[src/sv/pip_pkg.sv]
// shared types for the point-in-polygon test unit
`timescale 1ns / 1ps
`default_nettype none

package pip_pkg;

  typedef enum logic [2:0] {
    S_IDLE,
    S_EDGE,
    S_START,
    S_WAIT,
    S_CMP,
    S_NEXT,
    S_EMIT
  } state_e;

  // which edge the shared datapath is testing
  typedef enum logic {
    EDGE_MAIN,
    EDGE_CLOSE
  } edge_e;

endpackage

`default_nettype wire

[src/sv/point_in_polygon_test_unit.sv]
// crossing-number point-in-polygon test with one shared divider
//
//  channel | signals                                        | direction
//  --------+------------------------------------------------+----------
//  vertex  | in_valid_i, in_stall_o, query_x_i, query_y_i,  | in
//          | vertex_x_i, vertex_y_i, last_vertex_i          |
//  result  | out_valid_o, out_stall_i, point_inside_o       | out
//
// a vertex item whose edge straddles the query row runs the edge through the
// restoring divider, one quotient bit per cycle
// a non-straddling edge skips the divider; a first vertex that is not the last is only stored
// a last vertex also tests the closing edge, then hands over the result
// the result register lets the next polygon start while a result waits
// reset clears the sequencer, first-vertex flag, parity and result valid; coordinates are not reset
`timescale 1ns / 1ps
`default_nettype none

module point_in_polygon_test_unit #(
  parameter int COORD_WIDTH = 16
) (
  input  wire logic                   clk_i,
  input  wire logic                   rst_ni,
  input  wire logic                   in_valid_i,
  output logic                        in_stall_o,
  input  wire logic [COORD_WIDTH-1:0] query_x_i,
  input  wire logic [COORD_WIDTH-1:0] query_y_i,
  input  wire logic [COORD_WIDTH-1:0] vertex_x_i,
  input  wire logic [COORD_WIDTH-1:0] vertex_y_i,
  input  wire logic                   last_vertex_i,
  output logic                        out_valid_o,
  input  wire logic                   out_stall_i,
  output logic                        point_inside_o
);

  localparam int W  = COORD_WIDTH;
  localparam int NW = 2 * W + 2;
  localparam int DW = W + 1;

  pip_pkg::state_e state_q, state_d;
  pip_pkg::edge_e  edge_q;

  logic signed [W-1:0]  px_q, py_q, cur_x_q, cur_y_q;
  logic signed [W-1:0]  first_x_q, first_y_q, prev_x_q, prev_y_q;
  logic                 last_q, seen_q, parity_q;
  logic                 out_valid_q, out_q;
  logic signed [NW-1:0] num_q;
  logic signed [DW-1:0] den_q;
  logic                 q_neg_q;

  logic signed [W-1:0]  xi, yi, xj, yj;
  logic                 straddle;
  logic signed [DW-1:0] dx, dy, den;
  logic signed [NW-1:0] prod;
  logic [NW-1:0]        num_abs;
  logic [DW-1:0]        den_abs;
  logic [NW-1:0]        quo;
  logic                 div_done;
  logic signed [NW:0]   q_s;
  logic signed [NW+1:0] bound;
  logic                 hit;

  logic accept, out_take, emit_fire;
  logic div_start, load_edge, do_cmp, do_next;

  // operand selection for the edge under test
  always_comb begin
    if (edge_q == pip_pkg::EDGE_MAIN) begin
      xi = cur_x_q;
      yi = cur_y_q;
      xj = prev_x_q;
      yj = prev_y_q;
    end else begin
      xi = first_x_q;
      yi = first_y_q;
      xj = cur_x_q;
      yj = cur_y_q;
    end
  end

  always_comb begin
    straddle = (yi > py_q) != (yj > py_q);
    dx       = $signed({xj[W-1], xj}) - $signed({xi[W-1], xi});
    dy       = $signed({py_q[W-1], py_q}) - $signed({yi[W-1], yi});
    den      = $signed({yj[W-1], yj}) - $signed({yi[W-1], yi});
    prod     = dx * dy;
    num_abs  = num_q[NW-1] ? NW'(-num_q) : NW'(num_q);
    den_abs  = den_q[DW-1] ? DW'(-den_q) : DW'(den_q);
    // truncated quotient carries the sign of num/den
    q_s      = q_neg_q ? -$signed({1'b0, quo}) : $signed({1'b0, quo});
    bound    = $signed({q_s[NW], q_s}) + (NW+2)'(xi);
    hit      = (NW+2)'(px_q) < bound;
  end

  pip_div #(
    .NW(NW),
    .DW(DW)
  ) u_div (
    .clk_i      (clk_i),
    .rst_ni     (rst_ni),
    .start_i    (div_start),
    .dividend_i (num_abs),
    .divisor_i  (den_abs),
    .quotient_o (quo),
    .done_o     (div_done)
  );

  // sequencer next state
  always_comb begin
    state_d = state_q;
    unique case (state_q)
      pip_pkg::S_IDLE: begin
        if (in_valid_i && (seen_q || last_vertex_i)) state_d = pip_pkg::S_EDGE;
      end
      pip_pkg::S_EDGE:  state_d = straddle ? pip_pkg::S_START : pip_pkg::S_NEXT;
      pip_pkg::S_START: state_d = pip_pkg::S_WAIT;
      pip_pkg::S_WAIT: begin
        if (div_done) state_d = pip_pkg::S_CMP;
      end
      pip_pkg::S_CMP:   state_d = pip_pkg::S_NEXT;
      pip_pkg::S_NEXT: begin
        if (last_q && edge_q == pip_pkg::EDGE_MAIN) state_d = pip_pkg::S_EDGE;
        else if (last_q)                            state_d = pip_pkg::S_EMIT;
        else                                        state_d = pip_pkg::S_IDLE;
      end
      pip_pkg::S_EMIT: begin
        if (!out_valid_q || !out_stall_i) state_d = pip_pkg::S_IDLE;
      end
      default: state_d = pip_pkg::S_IDLE;
    endcase
  end

  // sequencer outputs
  always_comb begin
    in_stall_o = 1'b1;
    div_start  = 1'b0;
    load_edge  = 1'b0;
    do_cmp     = 1'b0;
    do_next    = 1'b0;
    emit_fire  = 1'b0;
    unique case (state_q)
      pip_pkg::S_IDLE:  in_stall_o = 1'b0;
      pip_pkg::S_EDGE:  load_edge  = 1'b1;
      pip_pkg::S_START: div_start  = 1'b1;
      pip_pkg::S_WAIT:  ;
      pip_pkg::S_CMP:   do_cmp     = 1'b1;
      pip_pkg::S_NEXT:  do_next    = 1'b1;
      pip_pkg::S_EMIT:  emit_fire  = !out_valid_q || !out_stall_i;
      default:          ;
    endcase
  end

  assign accept   = in_valid_i && !in_stall_o;
  assign out_take = out_valid_q && !out_stall_i;

  always_ff @(posedge clk_i or negedge rst_ni) begin
    if (!rst_ni) begin
      state_q     <= pip_pkg::S_IDLE;
      edge_q      <= pip_pkg::EDGE_MAIN;
      seen_q      <= 1'b0;
      parity_q    <= 1'b0;
      out_valid_q <= 1'b0;
    end else begin
      state_q <= state_d;
      if (accept) begin
        seen_q <= 1'b1;
        edge_q <= seen_q ? pip_pkg::EDGE_MAIN : pip_pkg::EDGE_CLOSE;
      end
      if (do_cmp && hit) parity_q <= !parity_q;
      if (do_next) edge_q <= pip_pkg::EDGE_CLOSE;
      if (emit_fire) begin
        seen_q   <= 1'b0;
        parity_q <= 1'b0;
      end
      if (emit_fire)     out_valid_q <= 1'b1;
      else if (out_take) out_valid_q <= 1'b0;
    end
  end

  always_ff @(posedge clk_i) begin
    if (accept) begin
      px_q    <= query_x_i;
      py_q    <= query_y_i;
      cur_x_q <= vertex_x_i;
      cur_y_q <= vertex_y_i;
      last_q  <= last_vertex_i;
      if (!seen_q) begin
        first_x_q <= vertex_x_i;
        first_y_q <= vertex_y_i;
        prev_x_q  <= vertex_x_i;
        prev_y_q  <= vertex_y_i;
      end
    end
    if (load_edge) begin
      num_q <= prod;
      den_q <= den;
    end
    if (div_start) q_neg_q <= num_q[NW-1] ^ den_q[DW-1];
    if (do_next && edge_q == pip_pkg::EDGE_MAIN) begin
      prev_x_q <= cur_x_q;
      prev_y_q <= cur_y_q;
    end
    if (emit_fire) out_q <= parity_q;
  end

  assign out_valid_o    = out_valid_q;
  assign point_inside_o = out_q;

endmodule

`default_nettype wire

[src/sv/pip_div.sv]
// restoring divider on magnitudes, one quotient bit per cycle
`timescale 1ns / 1ps
`default_nettype none

module pip_div #(
  parameter int NW = 34,
  parameter int DW = 17
) (
  input  wire logic          clk_i,
  input  wire logic          rst_ni,
  input  wire logic          start_i,
  input  wire logic [NW-1:0] dividend_i,
  input  wire logic [DW-1:0] divisor_i,
  output logic      [NW-1:0] quotient_o,
  output logic               done_o
);

  localparam int CW = $clog2(NW + 1);

  logic [NW-1:0] quo_q;
  logic [DW-1:0] rem_q;
  logic [DW-1:0] den_q;
  logic [CW-1:0] cnt_q, cnt_d;
  logic          done_q, done_d;

  logic [DW:0]   rem_sh;
  logic [DW:0]   diff;
  logic          fits;

  // shift in the next dividend bit and try the subtraction
  always_comb begin
    rem_sh = {rem_q, quo_q[NW-1]};
    diff   = rem_sh - {1'b0, den_q};
    fits   = (rem_sh >= {1'b0, den_q});
  end

  always_comb begin
    cnt_d  = cnt_q;
    done_d = 1'b0;
    if (start_i) begin
      cnt_d = CW'(NW);
    end else if (cnt_q != '0) begin
      cnt_d  = cnt_q - CW'(1);
      done_d = (cnt_q == CW'(1));
    end
  end

  always_ff @(posedge clk_i or negedge rst_ni) begin
    if (!rst_ni) begin
      cnt_q  <= '0;
      done_q <= 1'b0;
    end else begin
      cnt_q  <= cnt_d;
      done_q <= done_d;
    end
  end

  always_ff @(posedge clk_i) begin
    if (start_i) begin
      quo_q <= dividend_i;
      rem_q <= '0;
      den_q <= divisor_i;
    end else if (cnt_q != '0) begin
      quo_q <= {quo_q[NW-2:0], fits};
      rem_q <= fits ? diff[DW-1:0] : rem_sh[DW-1:0];
    end
  end

  assign quotient_o = quo_q;
  assign done_o     = done_q;

endmodule

`default_nettype wire

[config.mk]
export PLATFORM = sky130hd
export DESIGN_NAME = point_in_polygon_test_unit
export DESIGN_NICKNAME = d
export VERILOG_FILES = /design/src/sv/pip_pkg.sv /design/src/sv/point_in_polygon_test_unit.sv /design/src/sv/pip_div.sv
export SDC_FILE = /design/constraint.sdc
export NUM_CORES = 1
export LEC_CHECK = 0
export BUFFER_PORTS_ARGS = -buffer_cell sky130_fd_sc_hd__clkbuf_2
export CORE_ASPECT_RATIO = 1.4
export CORE_MARGIN = 4
export CORE_UTILIZATION = 40
export CTS_BUF_LIST = sky130_fd_sc_hd__clkbuf_4 sky130_fd_sc_hd__clkbuf_8
export DETAILED_ROUTE_END_ITERATION = 10
export HOLD_SLACK_MARGIN = 0.06
export PLACE_DENSITY = 0.68
export SYNTH_ARGS = -nofsm -noshare
export SYNTH_HDL_FRONTEND = slang
export SYNTH_HIERARCHICAL = 1
export SYNTH_SLANG_ARGS = --single-unit
[constraint.sdc]
create_clock -name clk_i -period 10.02 [get_ports clk_i]
set_input_delay 2.004 -clock clk_i [delete_from_list [all_inputs] [get_ports clk_i]]
set_output_delay 2.004 -clock clk_i [all_outputs]
set_load 0.005 [all_outputs]
==> run_results.csv, run 1 <==
group,metric,value,unit
route,ant_nets,0,
worst_setup_path,r2r_cells,32,
sta,clock.fmax,0.106,GHz
sta,fin_crit_sh,0.941,
yosys,synth.distinct_cells,78,
route,wl,67400,um
sta,worst_pin_slew,1.15,ns
clock_network,cts_buffers,42,
yosys,ys_seq_elements,264,
yosys,yosysWarnings,6,
worst_setup_path,crit_start,"edge_q",
sta,hold_ws,0.475,ns
run_status,status,"finished clean",
placed_design,port_buffers,71,
worst_setup_path,cpPeakStageDelay,0.77,ns
sta,rsz0062_at_grt,"no",
route,routedWlPerCell,17.3,um
yosys,synth_cells,2831,
sta,finalSetupTns,0,ns
final_layout,drive_gt1_frac,0.110,
grt,grt-busiest-layer,"met2",
floorplanning,die-area,75200,um^2
placed_design,hpwl,54800,um
grt,grt_pass1_vias,21000,
floorplanning,die_y,323,um
hold_path,min_from,"u_div/rem_q[16]",
job,cap_violations,0,
yosys,synth_area,28300,um^2
worst_setup_path,worst_r2r_endpoint,"num_q[33]",
floorplanning,ios,72,
final_layout,layout.nets,3531,
yosys,syn_nets,3442,
grt,gr-usage-met1,0.210,
hold_path,whs_path_depth,2,
clock_network,cts_tree,"done",
worst_setup_path,crit_buf_inv,6,
final_layout,areaGrowthSynthToFinish,8.92,%
sta,clock_skew,0.0518,ns
route,drt_iter0_drc,1117,
clock_network,clock-sinks,264,
clock_network,clockBufferDepth,3,
placed_design,place_congestion,0.953,
clock_network,cts-root-buf,"clkbuf_8",
hold_path,hold_path_class,"flop to flop",
worst_setup_path,worstSetupPathType,"flop to flop",
grt,grt_max_degree,59,
worst_setup_path,crit_family,"adder cells",
grt,grt_util_met3,0.0154,
floorplanning,initial_core_util,0.403,
yosys,synth_edf_count,233,
hold_path,hold_path_end,"u_div/rem_q[16]",
floorplanning,die_w,233,um
sta,maxSlewViolCount,0,
floorplanning,core,70200,um^2
sta,fin_crit,9.43,ns
yosys,synthFlopType,"edfxtp_1",
route,firstDrtPassIters,5,
grt,grt_pass1_wl,108000,um
final_layout,fill_cells,6734,
yosys,syn_avg_cell_area,10.0,um^2
grt,grt-ovfl-total,0,
worst_setup_path,timing.rr.start,"edge_q",
route,dr_total_vias,20500,
yosys,ys_seq_area_frac,0.271,
worst_setup_path,worst_path_max_delay_cell,"fa_1",
route,avgViaCountPerCell,5.26,
grt,groute.usage.overall,0.180,
floorplanning,num_rows,115,
sta,setup_viol,0,
worst_setup_path,cpMostUsedCell,"fa_1",
worst_setup_path,endpoint_kind,"flop",
worst_setup_path,critPathArrivalTime,9.72,ns
grt,antenna_found_initial,3,
grt,gr-usage-met2,0.324,
worst_setup_path,reg2reg_slack,0.59,ns
clock_network,htree_levels,2,
worst_setup_path,required,10.31,ns
sta,slew_headroom,0.231,
worst_setup_path,cp-start-kind,"flop",
sta,hold_violations,0,
yosys,async_flop_share,0.0530,
clock_network,clk_pin_slew,0.07,ns
clock_network,clk_latency,0.60,ns
worst_setup_path,crit_path_max_fanout,20,
route,drc,0,
## kinds of logic (layout without fill, tap and decap cells)
group,count (synthesis),in the layout,share of synthesized area
xor gates and xnor gates,206,206,0.0637
and+or+nand+nor,706,706,0.117
DFF,264,264,0.271
buffers and inverters,513,636,0.0682
other,0,3,0
muxes,135,135,0.0520
AOI/OAI and AO/OA,465,465,0.109
adders and majority gates,542,542,0.319
## per-layer routing
metal,vias up,share of wire
met5,-,0
met4,0,0.064
met3,180,0.037
met2,453,0.51
met1,10100,0.39
li1,9751,-
## Yosys cell counts (11+ instances only)
cell type	count	area, um^2
and2_1	33	206
a31oi_1	16	100
or2_2	11	68.8
a21o_1	49	368
a21oi_1	125	626
inv_1	438	1640
o31ai_1	33	248
or3_1	24	150
nand3_1	29	145
o21a_1	28	210
mux2i_1	39	390
o21bai_1	11	82.6
nor2b_1	29	181
o41ai_1	13	114
o21ai_0	93	465
mux2_2	96	1080
clkbuf_1	70	263
fa_1	301	6030
xor2_1	46	403
nand2b_1	40	250
dfrtp_1	14	350
nand2_1	254	953
nor2_1	183	687
dfxtp_1	17	340
edfxtp_1	233	7000
nor3_1	39	195
xnor2_1	160	1400
ha_1	241	3020
nand4_1	24	150
## timing repair
item,in CTS,in global routing
endpoints found under the hold margin,0,0
setup buffers,0,0
hold buffers,0,0
setup endpoints to repair,0,4
gates resized for setup,0,1
## metrics by stage
| step | setup slack, ns | std cells | instance area [um^2] | utilization |
|---|---|---|---|---|
| final | 0.592 | 3893 | 30800 | 0.439 |
| after global routing | 0.0282 | 3892 | 30800 | 0.439 |
| after CTS | 0.544 | 3890 | 30800 | 0.439 |
| after detailed placement | 0.652 | 3812 | 30000 | 0.427 |
| after global placement | 0.771 | 3812 | 30000 | 0.427 |
| after floorplan | 0.648 | 2831 | 28300 | - |
## layout make-up
type	instances	area, um^2	area share
Antenna cell	3	7.51	0.000243
Tap cell	936	1170	0.0380
Clock inverter	19	168	0.00544
Clock buffer	59	712	0.0231
Sequential cell	264	7690	0.249
Multi-Input combinational cell	2054	18700	0.607
Timing Repair Buffer	120	723	0.0234
Inverter	438	1640	0.0533
## state kept, by name (all words and copies together), names as in the netlist, 3 cells and up
signal,flops
u_div/rem_q,17
prev_y_q,16
den_q,17
cur_x_q,16
num_q,34
px_q,16
first_y_q,16
first_x_q,16
u_div/cnt_q,6
state_q,3
cur_y_q,16
u_div/quotient_o,34
prev_x_q,16
py_q,16
u_div/den_q,17
## cell usage in the layout, fill, tap and decap left out, types with 13 or more instances in the layout
cell type,count
nand4_1,24
mux2_2,96
xnor2_1,160
inv_1,436
dfxtp_1,17
buf_4,49
clkbuf_8,43
ha_1,241
o31ai_1,33
fa_1,301
nor2_1,181
a21oi_1,125
mux2i_1,39
clkbuf_2,71
o41ai_1,13
nand3_1,29
nand2b_1,40
a21o_1,49
nor3_1,38
nand2_1,254
o21ai_0,93
o21a_1,28
clkbuf_4,16
edfxtp_1,233
xor2_1,46
and2_1,33
a31oi_1,16
or3_1,24
dfrtp_1,13
nor2b_1,29
## worst register-to-register path, delay by kind of cell (launching register included)
kind            cells  cell delay, ns
simple gates        3            0.52
compound gates     12            2.68
buf+inv             6            0.57
xor+xnor            1            0.14
fa+ha+maj           9            4.19
mux                 1            0.41
flops               1            0.62
## worst max-delay path by stage
stage | cells after the start | slack (ns) | endpoint
after CTS | 32 | 0.54 | num_q[33]
after detailed placement | 32 | 0.65 | num_q[33]
after floorplan | 34 | 0.65 | num_q[33]
after global placement | 29 | 0.77 | num_q[32]
after global routing | 29 | 0.03 | num_q[32]
final | 32 | 0.59 | num_q[33]
Power of run 1 is not shown: default switching activity piles up to over one toggle a cycle in this logic, so the estimate is an artifact.
==> run 2: changes to the inputs <==
--- a/config.mk
+++ b/config.mk
@@ -12,7 +12,7 @@
 export CTS_BUF_LIST = sky130_fd_sc_hd__clkbuf_4 sky130_fd_sc_hd__clkbuf_8
 export DETAILED_ROUTE_END_ITERATION = 10
 export HOLD_SLACK_MARGIN = 0.06
-export PLACE_DENSITY = 0.68
+export PLACE_DENSITY = 0.66
 export SYNTH_ARGS = -nofsm -noshare
 export SYNTH_HDL_FRONTEND = slang
 export SYNTH_HIERARCHICAL = 1
==> constraint.sdc (replaced) <==
create_clock -name clk_i -period 10.4 [get_ports clk_i]
set_input_delay 2.08 -clock clk_i [delete_from_list [all_inputs] [get_ports clk_i]]
set_output_delay 2.08 -clock clk_i [all_outputs]
set_load 0.005 [all_outputs]
==> run 2 against run 1 <==
- sequential cell count did not move
- first-iteration DRC count fell by 4.1%
- routed wire length rose by 1.6%
- setup slack improved by 0.17 ns
- worst hold slack improved by 0.0088 ns
==> run_results.csv, run 2 (same netlist as run 1, synthesis figures left out) <==
group,metric,value,unit
worst_setup_path,cpPeakStageDelay,0.78,ns
grt,antenna_found_initial,5,
grt,grt_pass1_vias,20900,
grt,groute.usage.overall,0.182,
sta,maxSlewViolCount,0,
placed_design,hpwl,54900,um
sta,setup_viol,0,
floorplanning,initial_core_util,0.403,
sta,hold_violations,0,
floorplanning,die_w,233,um
worst_setup_path,worst_r2r_endpoint,"num_q[33]",
floorplanning,die_y,323,um
final_layout,layout_commonest_cell,"inv_1",
worst_setup_path,required,10.70,ns
route,drt_iter0_drc,1071,
clock_network,clk_pin_slew,0.07,ns
worst_setup_path,crit_path_end,"num_q[33]",
worst_setup_path,cpMostUsedCell,"fa_1",
route,routedWlPerCell,17.6,um
clock_network,cts_buffers,42,
grt,grt_max_degree,58,
placed_design,place_congestion,0.914,
route,avgViaCountPerCell,5.24,
sta,finalSetupTns,0,ns
sta,worst_pin_slew,1.30,ns
clock_network,cts-root-buf,"clkbuf_8",
sta,rsz0062_at_grt,"no",
floorplanning,num_rows,115,
grt,grt_pass1_wl,109000,um
final_layout,drive_gt1_frac,0.107,
run_status,status,"finished clean",
clock_network,postCtsHoldBufs,0,
final_layout,multi_input_area,18700,um^2
worst_setup_path,worst_path_max_delay_cell,"fa_1",
floorplanning,core,70200,um^2
worst_setup_path,endpoint_kind,"flop",
floorplanning,die-area,75200,um^2
clock_network,clock-sinks,264,
floorplanning,ios,72,
worst_setup_path,crit_path_max_fanout,21,
sta,clock.fmax,0.104,GHz
final_layout,fill_cells,6825,
worst_setup_path,r2r_cells,31,
clock_network,clk_latency,0.62,ns
job,cap_violations,0,
final_layout,layout_common_cells,"inv_1 (436), fa_1 (301), nand2_1 (254), ha_1 (241), edfxtp_1 (233)",
clock_network,htree_levels,2,
route,firstDrtPassIters,5,
grt,grt-ovfl-total,0,
sta,clock_skew,0.0596,ns
worst_setup_path,critPathArrivalTime,9.94,ns
route,wl,68500,um
worst_setup_path,crit_start,"edge_q",
route,ant_nets,0,
route,drc,0,
worst_setup_path,worstSetupPathType,"flop to flop",
final_layout,areaGrowthSynthToFinish,8.78,%
clock_network,clockBufferDepth,3,
clock_network,cts_setup_buffers,0,
sta,fin_crit,9.64,ns
hold_path,hold_path_class,"flop to flop",
clock_network,cts_tree,"done",
placed_design,port_buffers,71,
route,dr_total_vias,20400,
worst_setup_path,reg2reg_slack,0.76,ns
sta,slew_headroom,0.125,
worst_setup_path,cp-start-kind,"flop",
final_layout,seq_area,7690,um^2
worst_setup_path,timing.rr.start,"edge_q",
final_layout,layout.nets,3526,
sta,fin_crit_sh,0.927,
run 2: cell type report:
cell class	count	area share
inverter	438	0.0534
tap	936	0.0380
timing repair buffer	115	0.0223
multi-input combinational	2054	0.608
sequential	264	0.250
clock buffer	53	0.0214
antenna	4	0.000325
clock inverter	24	0.00678
run 2: worst min-delay path by stage:
stage,start,end,slack (ns),depth (start not counted)
final,u_div/rem_q[16],u_div/rem_q[16],0.48,2
after floorplan,u_div/rem_q[16],u_div/rem_q[16],0.44,2
after CTS,u_div/rem_q[6],u_div/rem_q[6],0.49,2
after global placement,parity_q,point_inside_o,0.46,0
after global routing,u_div/rem_q[6],u_div/rem_q[6],0.50,2
after detailed placement,u_div/rem_q[6],u_div/rem_q[6],0.48,2
run 2: metal layers:
| metal | vias up | routed length, um | global-route usage |
|---|---|---|---|
| met1 | 10000 | 26200 | 0.211 |
| met3 | 183 | 3150 | 0.0204 |
| met2 | 461 | 34900 | 0.327 |
| met5 | - | 13 | 0 |
| met4 | 2 | 4170 | 0.100 |
| li1 | 9729 | - | - |
run 2: timing repair:
item                                    in CTS  in global routing
endpoints found under the hold margin        0                  0
endpoints found under the setup margin       0                  2
resized for setup                            0                  1
run 2: per-stage QoR:
stage	hold WS (ns)	setup WS (ns)	instance area, um^2	utilization	std cells
2_1_floorplan	0.437	1.03	28300	-	2831
3_5_place_dp	0.476	0.559	29900	0.426	3807
4_1_cts	0.485	0.503	30800	0.439	3884
6_report	0.483	0.761	30800	0.439	3888
5_1_grt	0.502	0.177	30800	0.439	3887
3_3_place_gp	0.462	0.694	29900	0.426	3807
run 2: critical path: cells and delay by family (launching register included):
| kind | cells | cell delay (ns) |
|---|---|---|
| XOR/XNOR | 1 | 0.14 |
| adder cells (fa/ha/maj) | 9 | 4.18 |
| flip-flops | 1 | 0.62 |
| AND/OR/NAND/NOR | 3 | 0.61 |
| multiplexers | 1 | 0.40 |
| AO/OA/AOI/OAI | 12 | 3.01 |
| buffers and inverters | 5 | 0.37 |
Power of run 2 is left out for the same reason.
==> run 3: changes to the inputs <==
--- a/config.mk
+++ b/config.mk
@@ -6,7 +6,6 @@
 export NUM_CORES = 1
 export LEC_CHECK = 0
 export BUFFER_PORTS_ARGS = -buffer_cell sky130_fd_sc_hd__clkbuf_2
-export CORE_ASPECT_RATIO = 1.4
 export CORE_MARGIN = 4
 export CORE_UTILIZATION = 40
 export CTS_BUF_LIST = sky130_fd_sc_hd__clkbuf_4 sky130_fd_sc_hd__clkbuf_8
@@ -15,5 +14,4 @@
 export PLACE_DENSITY = 0.66
 export SYNTH_ARGS = -nofsm -noshare
 export SYNTH_HDL_FRONTEND = slang
-export SYNTH_HIERARCHICAL = 1
 export SYNTH_SLANG_ARGS = --single-unit
==> run 3 against run 2 <==
- sequential cell count stayed put
- setup slack lost 0.10 ns
- fmax shrank 1.0%
- critical path depth down 1
- clock-buffer cell count increased by 13
- critical endpoint is now num_q[32]
==> run_results.csv, run 3 <==
group,metric,value,unit
worst_setup_path,cpPeakStageDelay,0.66,ns
placed_design,port_buffers,71,
yosys,synth_top_family_by_area,"adder cells",
clock_network,clock-sinks,264,
worst_setup_path,critPathArrivalTime,10.13,ns
grt,grt_pass1_vias,20800,
floorplanning,ios,72,
yosys,synth_top_area_frac,0.247,
yosys,synthFlopType,"edfxtp_1",
final_layout,layout_common_cells,"inv_1 (439), fa_1 (301), nand2_1 (295), ha_1 (243), edfxtp_1 (233)",
yosys,muxShareOfSynthArea,0.0432,
worst_setup_path,worstSetupPathType,"flop to flop",
grt,antenna_found_initial,1,
sta,setup_viol,0,
worst_setup_path,crit_path_max_fanout,18,
clock_network,clk_pin_slew,0.06,ns
clock_network,cts_buffers,49,
yosys,synth.distinct_cells,80,
route,dr_total_vias,20600,
final_layout,seq_area,7690,um^2
clock_network,postCtsHoldBufs,0,
floorplanning,num_rows,97,
sta,fin_crit,9.74,ns
yosys,async_flop_share,0.0530,
route,firstDrtPassIters,5,
yosys,synth_most_common_cell,"inv_1",
grt,groute.usage.overall,0.181,
placed_design,dp.cells,3852,
clock_network,cts-root-buf,"clkbuf_8",
yosys,yosys.area_share.simple,0.121,
job,cap_violations,0,
run_status,status,"finished clean",
final_layout,areaGrowthSynthToFinish,9.88,%
yosys,ys_seq_area_frac,0.271,
worst_setup_path,endpoint_kind,"flop",
sta,fin_crit_sh,0.937,
final_layout,drive_gt1_frac,0.0902,
grt,grt-ovfl-total,0,
yosys,synth_commonest_cells,"inv_1 (439), fa_1 (301), nand2_1 (296)",
clock_network,cts_tree,"done",
floorplanning,die-area,75100,um^2
sta,clock_skew,0.0394,ns
placed_design,post-place-ws,0.330,ns
yosys,synth_compound_gate_area_share,0.110,
yosys,synth_fa_ha_area_frac,0.320,
final_layout,multi_input_area,18700,um^2
sta,worst_slack,0.660,ns
clock_network,htree_levels,2,
sta,hold_violations,0,
floorplanning,die_y,274,um
grt,grt_pass1_wl,109000,um
yosys,synth_xor_area_frac,0.0646,
clock_network,clk_latency,0.65,ns
sta,clock.fmax,0.103,GHz
yosys,synth_top_area_cell,"edfxtp_1",
route,routedWlPerCell,16.9,um
worst_setup_path,worst_path_max_delay_cell,"dfrtp_4",
yosys,synth_cells,2873,
route,ant_nets,0,
yosys,syn_avg_cell_area,9.86,um^2
worst_setup_path,required,10.79,ns
sta,slew_headroom,0.219,
final_layout,layout_commonest_cell,"inv_1",
floorplanning,initial_core_util,0.404,
route,drt_iter0_drc,1424,
sta,hold_ws,0.475,ns
floorplanning,core,70100,um^2
placed_design,hpwl,52900,um
sta,maxSlewViolCount,0,
worst_setup_path,cp-start-kind,"flop",
final_layout,layout.nets,3578,
hold_path,whs_path_depth,2,
yosys,synth_area,28300,um^2
hold_path,hold_path_class,"flop to flop",
yosys,synth_edf_count,233,
yosys,syn_nets,3486,
clock_network,clockBufferDepth,3,
worst_setup_path,cpMostUsedCell,"fa_1",
yosys,yosysWarnings,0,
grt,grt_max_degree,85,
route,avgViaCountPerCell,5.22,
route,drc,0,
yosys,synth.area.top_cells,"edfxtp_1 (25%), fa_1 (21%), ha_1 (11%)",
final_layout,stdcell_count,3946,
sta,worst_pin_slew,1.16,ns
final_layout,fill_cells,6751,
yosys,ys_seq_elements,264,
floorplanning,die_w,274,um
worst_setup_path,r2r_cells,30,
route,wl,66500,um
placed_design,place_congestion,0.923,
[run 3: changes by cell type after synthesis, sizes merged, moves of 13 or more]
cell and delta:
o21ai +43, nand4 -13, nand2 +42, xnor2 -31, nand2b -15, xor2 +34
mux2 -31
[run 3: layout make-up]
cell class,instances,area share
clock buffers,66,0.0270
inverters,445,0.0537
repair buffers,120,0.0239
multi-input cells,2085,0.602
clock inverters,25,0.00857
well taps,940,0.0378
diodes,1,0.0000804
flip-flops and latches,264,0.247
[run 3: layer usage]
layer,up-vias,global-route usage,share of wire,routed length (um)
li1,9859,-,-,-
met1,10100,0.248,0.45,29700
met2,544,0.301,0.46,30900
met3,98,0.0272,0.066,4370
met4,0,0.0473,0.023,1560
met5,-,0,0,0
[run 3: stage by stage]
step / setup TNS, ns / area (um^2) / util
finish: 0 / 31100 / 0.444
global route: -0.00980 / 31100 / 0.444
CTS: 0 / 31000 / 0.442
global placement: 0 / 29900 / 0.427
floorplan: 0 / 28300 / -
detailed placement: 0 / 29900 / 0.427
[run 3: path summary, 6_finish.rpt]
path,startpoint,end,slack [ns]
min in group asynchronous,rst_ni,edge_q,1.35
worst max-delay path,edge_q,num_q[32],0.66
worst min register to register,u_div.rem_q[16],u_div.rem_q[16],0.47
worst min-delay path,u_div.rem_q[16],u_div.rem_q[16],0.47
worst max register to register,edge_q,num_q[32],0.66
max in group asynchronous,rst_ni,edge_q,8.75
[run 3: critical path, delay by kind of cell (launching register included)]
kind,cells,cell delay [ns]
compound gates,9,2.79
xor+xnor,2,0.53
fa+ha+maj,8,3.77
buf+inv,7,0.91
flops,1,0.66
mux,1,0.37
simple gates,3,0.47
[run 3: kinds of logic (layout without fill, tap and decap cells)]
family                     after synthesis  after routing
buffers and inverters                  524            656
adders and majority gates              544            544
DFF                                    264            264
muxes                                  114            114
AOI/OAI and AO/OA                      486            486
xor gates and xnor gates               209            209
other                                    0              1
and+or+nand+nor                        732            732
[run 3: what timing repair did]
item                       in CTS  in global routing
setup endpoints to repair       0                  5
setup buffers                   0                  2
resized for setup               0                  5
hold endpoints to repair        0                  0
Power of run 3 is left out for the same reason.
